<file path="src/design/pcst_pkg.sv">
// Package for the peer connection slot table.
// Holds item types, command and status codes and default sizes.
// No dependencies.
`default_nettype none

package pcst_pkg;

    localparam int SLOT_COUNT_DEF = 8;
    localparam int NODE_W         = 8;
    localparam int SLOT_W         = 3;
    localparam int INDEX_W        = 4;

    localparam logic [NODE_W-1:0] NODE_FREE  = 8'h00;
    localparam logic [NODE_W-1:0] NODE_BCAST = 8'hFF;

    localparam logic [1:0] CMD_OPEN    = 2'd0;
    localparam logic [1:0] CMD_RECEIVE = 2'd1;
    localparam logic [1:0] CMD_DELETE  = 2'd2;
    localparam logic [1:0] CMD_READ    = 2'd3;

    localparam logic [1:0] ST_OK       = 2'd0;
    localparam logic [1:0] ST_BAD_NODE = 2'd1;
    localparam logic [1:0] ST_FULL     = 2'd2;
    localparam logic [1:0] ST_BAD_SLOT = 2'd3;

    typedef struct packed {
        logic [1:0]         command;
        logic [NODE_W-1:0]  node_id;
        logic [INDEX_W-1:0] slot_index;
    } req_t;

    typedef struct packed {
        logic [SLOT_W-1:0]  slot;
        logic [NODE_W-1:0]  peer_node;
        logic [1:0]         status;
    } rsp_t;

endpackage

`default_nettype wire

</file>
<file path="src/design/pcst_stream_if.sv">
// Valid/ready channel carrying one item per handshake.
// Payload type is a parameter; used with pcst_pkg item types.
`default_nettype none

interface pcst_stream_if #(parameter type payload_t = logic);

    logic     valid;
    logic     ready;
    payload_t payload;

    modport source (output valid, output payload, input ready);
    modport sink   (input valid, input payload, output ready);

endinterface

`default_nettype wire

</file>
<file path="src/design/peer_connection_slot_table_core.sv">
// Peer connection slot table: a table of SLOT_COUNT node ids (0 = free slot)
// served by a sequencer that compares one slot per cycle against the item's node.
// Open and receive scan the slots in order, then pass through a claim step and a
// result step; a match ends the scan early and skips the claim, and an open with a
// bad node goes straight to the result step. Delete and read go straight to the
// result step. The result is held on rsp until taken; req is not ready meanwhile.
// Depends on pcst_pkg and pcst_stream_if.
`default_nettype none

module peer_connection_slot_table_core #(
    parameter int SLOT_COUNT = pcst_pkg::SLOT_COUNT_DEF
) (
    input  wire logic         clk,
    input  wire logic         rst_n,
    pcst_stream_if.sink       req,
    pcst_stream_if.source     rsp
);

    localparam int AW = (SLOT_COUNT > 1) ? $clog2(SLOT_COUNT) : 1;
    localparam logic [AW-1:0] LAST_IDX = AW'(SLOT_COUNT - 1);

    typedef enum logic [3:0] {
        S_IDLE  = 4'b0001,
        S_SCAN  = 4'b0010,
        S_CLAIM = 4'b0100,
        S_OUT   = 4'b1000
    } state_t;

    state_t                          st_reg, st_next;
    logic [pcst_pkg::NODE_W-1:0]     tbl_reg [SLOT_COUNT];
    logic [AW-1:0]                   cnt_reg, cnt_next;
    logic [AW-1:0]                   free_reg, free_next;
    logic                            have_free_reg, have_free_next;
    logic [1:0]                      cmd_reg, cmd_next;
    logic [pcst_pkg::NODE_W-1:0]     node_reg, node_next;
    pcst_pkg::rsp_t                  res_reg, res_next;

    logic [AW-1:0]                   rd_idx;
    logic [pcst_pkg::NODE_W-1:0]     rd_data;
    logic                            wr_en;
    logic [AW-1:0]                   wr_idx;
    logic [pcst_pkg::NODE_W-1:0]     wr_data;
    logic                            bad_idx;
    logic [AW-1:0]                   req_idx;

    assign req_idx = req.payload.slot_index[AW-1:0];
    assign bad_idx = 32'(req.payload.slot_index) >= 32'(SLOT_COUNT);
    assign rd_idx  = (st_reg == S_IDLE) ? req_idx : cnt_reg;
    assign rd_data = tbl_reg[rd_idx];

    assign req.ready   = (st_reg == S_IDLE);
    assign rsp.valid   = (st_reg == S_OUT);
    assign rsp.payload = res_reg;

    always_comb
    begin
        st_next        = st_reg;
        cnt_next       = cnt_reg;
        free_next      = free_reg;
        have_free_next = have_free_reg;
        cmd_next       = cmd_reg;
        node_next      = node_reg;
        res_next       = res_reg;
        wr_en          = 1'b0;
        wr_idx         = free_reg;
        wr_data        = node_reg;

        unique case (st_reg)
            S_IDLE:
            begin
                if (req.valid)
                begin
                    cmd_next       = req.payload.command;
                    node_next      = req.payload.node_id;
                    cnt_next       = '0;
                    have_free_next = 1'b0;
                    res_next       = '{slot: '0, peer_node: '0, status: pcst_pkg::ST_OK};
                    unique case (req.payload.command)
                        pcst_pkg::CMD_OPEN:
                        begin
                            if (req.payload.node_id == pcst_pkg::NODE_FREE ||
                                req.payload.node_id == pcst_pkg::NODE_BCAST)
                            begin
                                res_next.status = pcst_pkg::ST_BAD_NODE;
                                st_next         = S_OUT;
                            end
                            else
                            begin
                                st_next = S_SCAN;
                            end
                        end
                        pcst_pkg::CMD_RECEIVE:
                        begin
                            st_next = S_SCAN;
                        end
                        pcst_pkg::CMD_DELETE:
                        begin
                            if (bad_idx)
                            begin
                                res_next.status = pcst_pkg::ST_BAD_SLOT;
                            end
                            else
                            begin
                                wr_en         = 1'b1;
                                wr_idx        = req_idx;
                                wr_data       = pcst_pkg::NODE_FREE;
                                res_next.slot = pcst_pkg::SLOT_W'(req_idx);
                            end
                            st_next = S_OUT;
                        end
                        default:
                        begin
                            if (bad_idx)
                            begin
                                res_next.status = pcst_pkg::ST_BAD_SLOT;
                            end
                            else
                            begin
                                res_next.slot      = pcst_pkg::SLOT_W'(req_idx);
                                res_next.peer_node = rd_data;
                            end
                            st_next = S_OUT;
                        end
                    endcase
                end
            end
            S_SCAN:
            begin
                if (rd_data == node_reg)
                begin
                    res_next.slot = pcst_pkg::SLOT_W'(cnt_reg);
                    st_next       = S_OUT;
                end
                else
                begin
                    if (rd_data == pcst_pkg::NODE_FREE &&
                        (cmd_reg == pcst_pkg::CMD_OPEN || !have_free_reg))
                    begin
                        have_free_next = 1'b1;
                        free_next      = cnt_reg;
                    end
                    if (cnt_reg == LAST_IDX)
                    begin
                        st_next = S_CLAIM;
                    end
                    else
                    begin
                        cnt_next = cnt_reg + 1'b1;
                    end
                end
            end
            S_CLAIM:
            begin
                if (have_free_reg)
                begin
                    wr_en         = 1'b1;
                    res_next.slot = pcst_pkg::SLOT_W'(free_reg);
                end
                else
                begin
                    res_next.status = pcst_pkg::ST_FULL;
                end
                st_next = S_OUT;
            end
            S_OUT:
            begin
                if (rsp.ready)
                begin
                    st_next = S_IDLE;
                end
            end
            default:
            begin
                st_next = S_IDLE;
            end
        endcase
    end

    always_ff @(posedge clk or negedge rst_n)
    begin
        if (!rst_n)
        begin
            st_reg        <= S_IDLE;
            cnt_reg       <= '0;
            have_free_reg <= 1'b0;
            for (int i = 0; i < SLOT_COUNT; i++)
            begin
                tbl_reg[i] <= pcst_pkg::NODE_FREE;
            end
        end
        else
        begin
            st_reg        <= st_next;
            cnt_reg       <= cnt_next;
            have_free_reg <= have_free_next;
            if (wr_en)
            begin
                tbl_reg[wr_idx] <= wr_data;
            end
        end
    end

    always_ff @(posedge clk)
    begin
        free_reg <= free_next;
        cmd_reg  <= cmd_next;
        node_reg <= node_next;
        res_reg  <= res_next;
    end

    a_busy_not_ready: assert property (@(posedge clk) disable iff (!rst_n)
        rsp.valid |-> !req.ready)
        else $error("request ready while a result is pending");

    a_err_zero: assert property (@(posedge clk) disable iff (!rst_n)
        (rsp.valid && rsp.payload.status != pcst_pkg::ST_OK) |->
            (rsp.payload.slot == '0 && rsp.payload.peer_node == '0))
        else $error("error result carries nonzero slot or node");

    a_accept_leaves_idle: assert property (@(posedge clk) disable iff (!rst_n)
        (req.valid && req.ready) |=> (st_reg != S_IDLE))
        else $error("accepted item did not start work");

    a_claim_to_out: assert property (@(posedge clk) disable iff (!rst_n)
        (st_reg == S_CLAIM) |=> (st_reg == S_OUT))
        else $error("claim step did not produce a result");

    a_node_only_read: assert property (@(posedge clk) disable iff (!rst_n)
        (rsp.valid && cmd_reg != pcst_pkg::CMD_READ) |-> (rsp.payload.peer_node == '0))
        else $error("peer node reported for a command other than read");

endmodule

`default_nettype wire

</file>
<file path="src/flat_wrapper.sv">
// flat-port wrapper written by rule: the top's interface ports become plain ports
module peer_connection_slot_table_core_flat 
#(
    parameter int SLOT_COUNT = pcst_pkg::SLOT_COUNT_DEF
)
  (clk, rst_n, req_valid, req_payload, req_ready, rsp_valid, rsp_payload, rsp_ready);
  pcst_stream_if #(.payload_t(pcst_pkg::req_t)) req_i ();
  pcst_stream_if #(.payload_t(pcst_pkg::rsp_t)) rsp_i ();
  input  wire logic clk;
  input  wire logic rst_n;
  input wire logic [$bits(req_i.valid)-1:0] req_valid;
  input wire logic [$bits(req_i.payload)-1:0] req_payload;
  output wire logic [$bits(req_i.ready)-1:0] req_ready;
  output wire logic [$bits(rsp_i.valid)-1:0] rsp_valid;
  output wire logic [$bits(rsp_i.payload)-1:0] rsp_payload;
  input wire logic [$bits(rsp_i.ready)-1:0] rsp_ready;
  assign req_i.valid = req_valid;
  assign req_i.payload = req_payload;
  assign req_ready = req_i.ready;
  assign rsp_valid = rsp_i.valid;
  assign rsp_payload = rsp_i.payload;
  assign rsp_i.ready = rsp_ready;
  peer_connection_slot_table_core #(.SLOT_COUNT(SLOT_COUNT)) u_core (.clk(clk), .rst_n(rst_n), .req(req_i), .rsp(rsp_i));
endmodule
</file>
<file path="config.mk">
export PLATFORM = sky130hd
export DESIGN_NAME = peer_connection_slot_table_core_flat
export DESIGN_NICKNAME = d
export VERILOG_FILES = /design/src/design/pcst_pkg.sv /design/src/design/pcst_stream_if.sv /design/src/design/peer_connection_slot_table_core.sv /design/src/flat_wrapper.sv
export SDC_FILE = /design/constraint.sdc
export NUM_CORES = 1
export LEC_CHECK = 0
export ABC_AREA = 0
export BUFFER_PORTS_ARGS = -buffer_cell sky130_fd_sc_hd__buf_4
export CAP_MARGIN = 10
export CORE_MARGIN = 5
export CORE_UTILIZATION = 50
export DETAILED_ROUTE_END_ITERATION = 8
export MAX_ROUTING_LAYER = met4
export PLACE_DENSITY_LB_ADDON = 0.15
export SETUP_SLACK_MARGIN = 0.2
export SLEW_MARGIN = 20
export SYNTH_ARGS = -nofsm -noshare
export SYNTH_HDL_FRONTEND = slang
export SYNTH_SLANG_ARGS = --single-unit
</file>
<file path="constraint.sdc">
create_clock -name clk -period 4.11 [get_ports clk]
set_clock_uncertainty 0.05 [all_clocks]
set_input_delay 0 -clock clk [delete_from_list [all_inputs] [get_ports clk]]
set_output_delay 0 -clock clk [all_outputs]
set_load 0.01 [all_outputs]
</file>
==> impl_metrics.py <==
metrics = {
    "synthesis": {
        "ys_seq_area_share_pct": 54.7,
        "syn_area_per_cell_um2": 12.2,
        "synth.distinct_cells": 47,
        "ys_dominant_reg_cell": "dfrtp_1",
        "synth_area_um2": 4730,
        "synth_edf_count": 26,
        "postSynth.asyncResetShare_pct": 73.5,
        "syn-num-nets": 408,
        "ys_ff_latch": 98,
        "syn_inst": 388,
        "yosysWarnings": 0,
    },
    "placed_design": {
        "gp_congestion": 0.789,
        "port-buffer-count": 32,
        "dp_hpwl_um": 7440,
    },
    "worst_setup_path": {
        "crit_fanout": 32,
        "r2r_slack_ps": 520,
        "path_buf_inv": 1,
        "start_kind": "flop",
        "cp_slowest_cell": "dfstp_2",
        "critPathTopFamily": "simple AND/OR/NAND/NOR gates",
        "endpoint_kind": "flop",
        "r2r_cells": 10,
        "critPathMaxStageDelay_ps": 570,
        "crit_chain": "or4b_4 > mux2i_4 > buf_12 > mux2i_1 > a22oi_1 > nand2_1 > xor2_1 > nand4_1 > o31a_2 > nor4bb_4",
        "worstReg2RegStart": "u_core.st_reg[0]",
        "crit_arrival_ps": 3600,
        "crit_type": "reg2reg",
        "r2r-end": "u_core.rsp.payload[10]",
        "required_ps": 4120,
    },
    "pwr": {
        "power.density_nw_per_um2": 602,
        "ir_drop_v": 0.000274,
        "p_int_mw": 2.10,
        "p_clk_share_pct": 20.4,
        "netSwitchingPower_mw": 1.21,
        "p_leak_nw": 2.51,
        "seq_power_share_pct": 41.7,
        "comb_power_share_pct": 37.9,
        "swShare_pct": 36.5,
    },
    "global_route": {
        "grt_use_total_pct": 20.8,
        "grt_pass1_wl_um": 17500,
        "grt_max_degree": 73,
        "antenna_found_initial": 0,
        "grt_pass1_vias": 3181,
        "overflow": 0,
    },
    "cts": {
        "clkSinkCount": 98,
        "cts_tree": "built",
        "cts-root-buf": "clkbuf_8",
        "clk_latency_ps": 380,
        "cts_max_path_buffers": 2,
        "clk_pin_slew_ps": 100,
        "cts_buffers": 9,
        "post_cts_buffers": 0,
        "cts_max_level": 3,
    },
    "drt": {
        "dr.pass1.iters": 6,
        "drt-initial-drc-count": 174,
        "drc": 0,
        "routed_wl_um": 10800,
        "antenna_left": 0,
        "wl_per_cell_um": 18.8,
        "vias": 3152,
        "vias_per_cell": 5.49,
    },
    "timing": {
        "tns_ps": 0,
        "max_slew_margin_pct": 39.5,
        "period_share_pct": 87.4,
        "hold_viol": 0,
        "setup_viol": 0,
        "finalCriticalPeriod_ps": 3590,
        "drv_slew": 0,
        "timing.fmax_mhz": 279,
        "rsz0062_at_grt": "false",
        "tightestPinTransition_ps": 908,
    },
    "die": {
        "die_h_um": 107,
        "start_util_pct": 51.1,
        "die_area_um2": 11500,
        "pin_count": 33,
        "core_um2": 9240,
        "chipWidth_um": 107,
        "rows": 35,
    },
    "min_path": {
        "min_path_type": "in2async",
    },
    "layout": {
        "antenna_cells": 0,
        "fillers": 776,
        "drive_above_1_share_pct": 25.6,
        "nNetsFinal": 460,
        "final_core_util_pct": 59.4,
        "syn_to_final_growth_pct": 16.2,
        "largest_register_ff_count": 64,
    },
    "run": {
        "cap_viol_max_count": 0,
    },
    "status": {
        "status": "completed",
    },
}
[repair_timing]
action	CTS	global route
hold buffers	18	0
endpoints found under the setup margin	0	3
endpoints found under the hold margin	93	0
resized for setup	0	2
[layout make-up]
type / count / area [µm²] / area share [%]
Timing Repair Buffer: 55 / 470 / 8.56
Clock buffer: 9 / 124 / 2.26
Tap cell: 129 / 161 / 2.94
Clock inverter: 7 / 95.1 / 1.73
Inverter: 11 / 53.8 / 0.979
Multi-Input combinational cell: 265 / 2000 / 36.5
Sequential cell: 98 / 2580 / 47.0
[layer usage]
metal	track usage [%]	routed length, µm	up-vias
met3	3.73	394	14
met4	6.21	170	0
met1	29.1	5000	1554
li1	-	-	1510
met2	31.1	5210	74
met5	-	0	-
[cells by family (layout without fill, tap and decap cells)]
group | after synthesis | after routing | synth area share [%]
xor+xnor | 8 | 8 | 1.48
flops | 98 | 98 | 54.7
compound gates | 61 | 61 | 8.47
mux | 80 | 80 | 18.5
simple gates | 114 | 114 | 13.1
buf+inv | 25 | 82 | 3.31
fa+ha+maj | 2 | 2 | 0.529
[synthesized netlist by cell type, drive strengths merged, types with 8 or more instances]
| master | count | area share, % |
|---|---|---|
| nand2 | 53 | 4.4 |
| dfrtp | 71 | 38 |
| xor2 | 8 | 1.5 |
| mux2 | 42 | 10 |
| nor2 | 20 | 2.4 |
| inv | 10 | 0.79 |
| o21ai | 29 | 3.1 |
| mux2i | 38 | 8.5 |
| a22oi | 16 | 2.5 |
| edfxtp | 26 | 17 |
| and2 | 11 | 1.5 |
| buf | 9 | 1.8 |
[layout by cell type, fill, tap and decap left out, types with 3 or more instances in the layout]
master and instances:
inv_1 10, dfrtp_1 71, nand4_1 4, mux2i_1 35, a22oi_1 16, o21ai_0 29
clkbuf_8 9, mux2_2 42, nand2_1 52, dlygate4sd3_1 18, nor2_1 15, xor2_1 8
a222oi_1 3, nor2_4 5, edfxtp_1 26, a21oi_1 3, and2_1 11, nand3b_1 3
nor4_1 3, nand2b_1 4, buf_4 36
[how the worst max path moves through the flow]
stage / start / endpoint / slack [ps] / depth (start not counted)
after detailed placement: u_core.st_reg[0] / u_core.rsp.payload[11] / 300 / 10
after floorplan: u_core.st_reg[0] / u_core.rsp.payload[10] / 610 / 11
after global routing: u_core.st_reg[0] / u_core.rsp.payload[10] / 260 / 10
final: u_core.st_reg[0] / u_core.rsp.payload[10] / 520 / 10
after global placement: u_core.st_reg[0] / u_core.rsp.payload[11] / 380 / 10
after CTS: u_core.st_reg[0] / u_core.rsp.payload[10] / 290 / 10
[through the flow]
| step | std cells | hold WS, ps | area (µm²) | power [mW] | worst slack [ps] |
|---|---|---|---|---|---|
| final | 574 | 241 | 5490 | 3.31 | 520 |
| after global routing | 574 | 272 | 5490 | 3.52 | 257 |
| after CTS | 574 | 256 | 5480 | 3.32 | 293 |
| after detailed placement | 540 | 141 | 5080 | 2.61 | 299 |
| after global placement | 540 | 135 | 5080 | 2.58 | 381 |
| after floorplan | 388 | -346 | 4730 | 2.26 | 611 |
[power by group through the flow]
stage                     logic, mW  registers [mW]  clock network [mW]
after floorplan               0.888            1.37                   0
after global placement         1.19            1.39                   0
after detailed placement       1.22            1.40                   0
after CTS                      1.24            1.38               0.695
after global routing           1.38            1.40               0.736
final                          1.25            1.38               0.675
No activity file was read; power rests on OpenSTA's default activity.
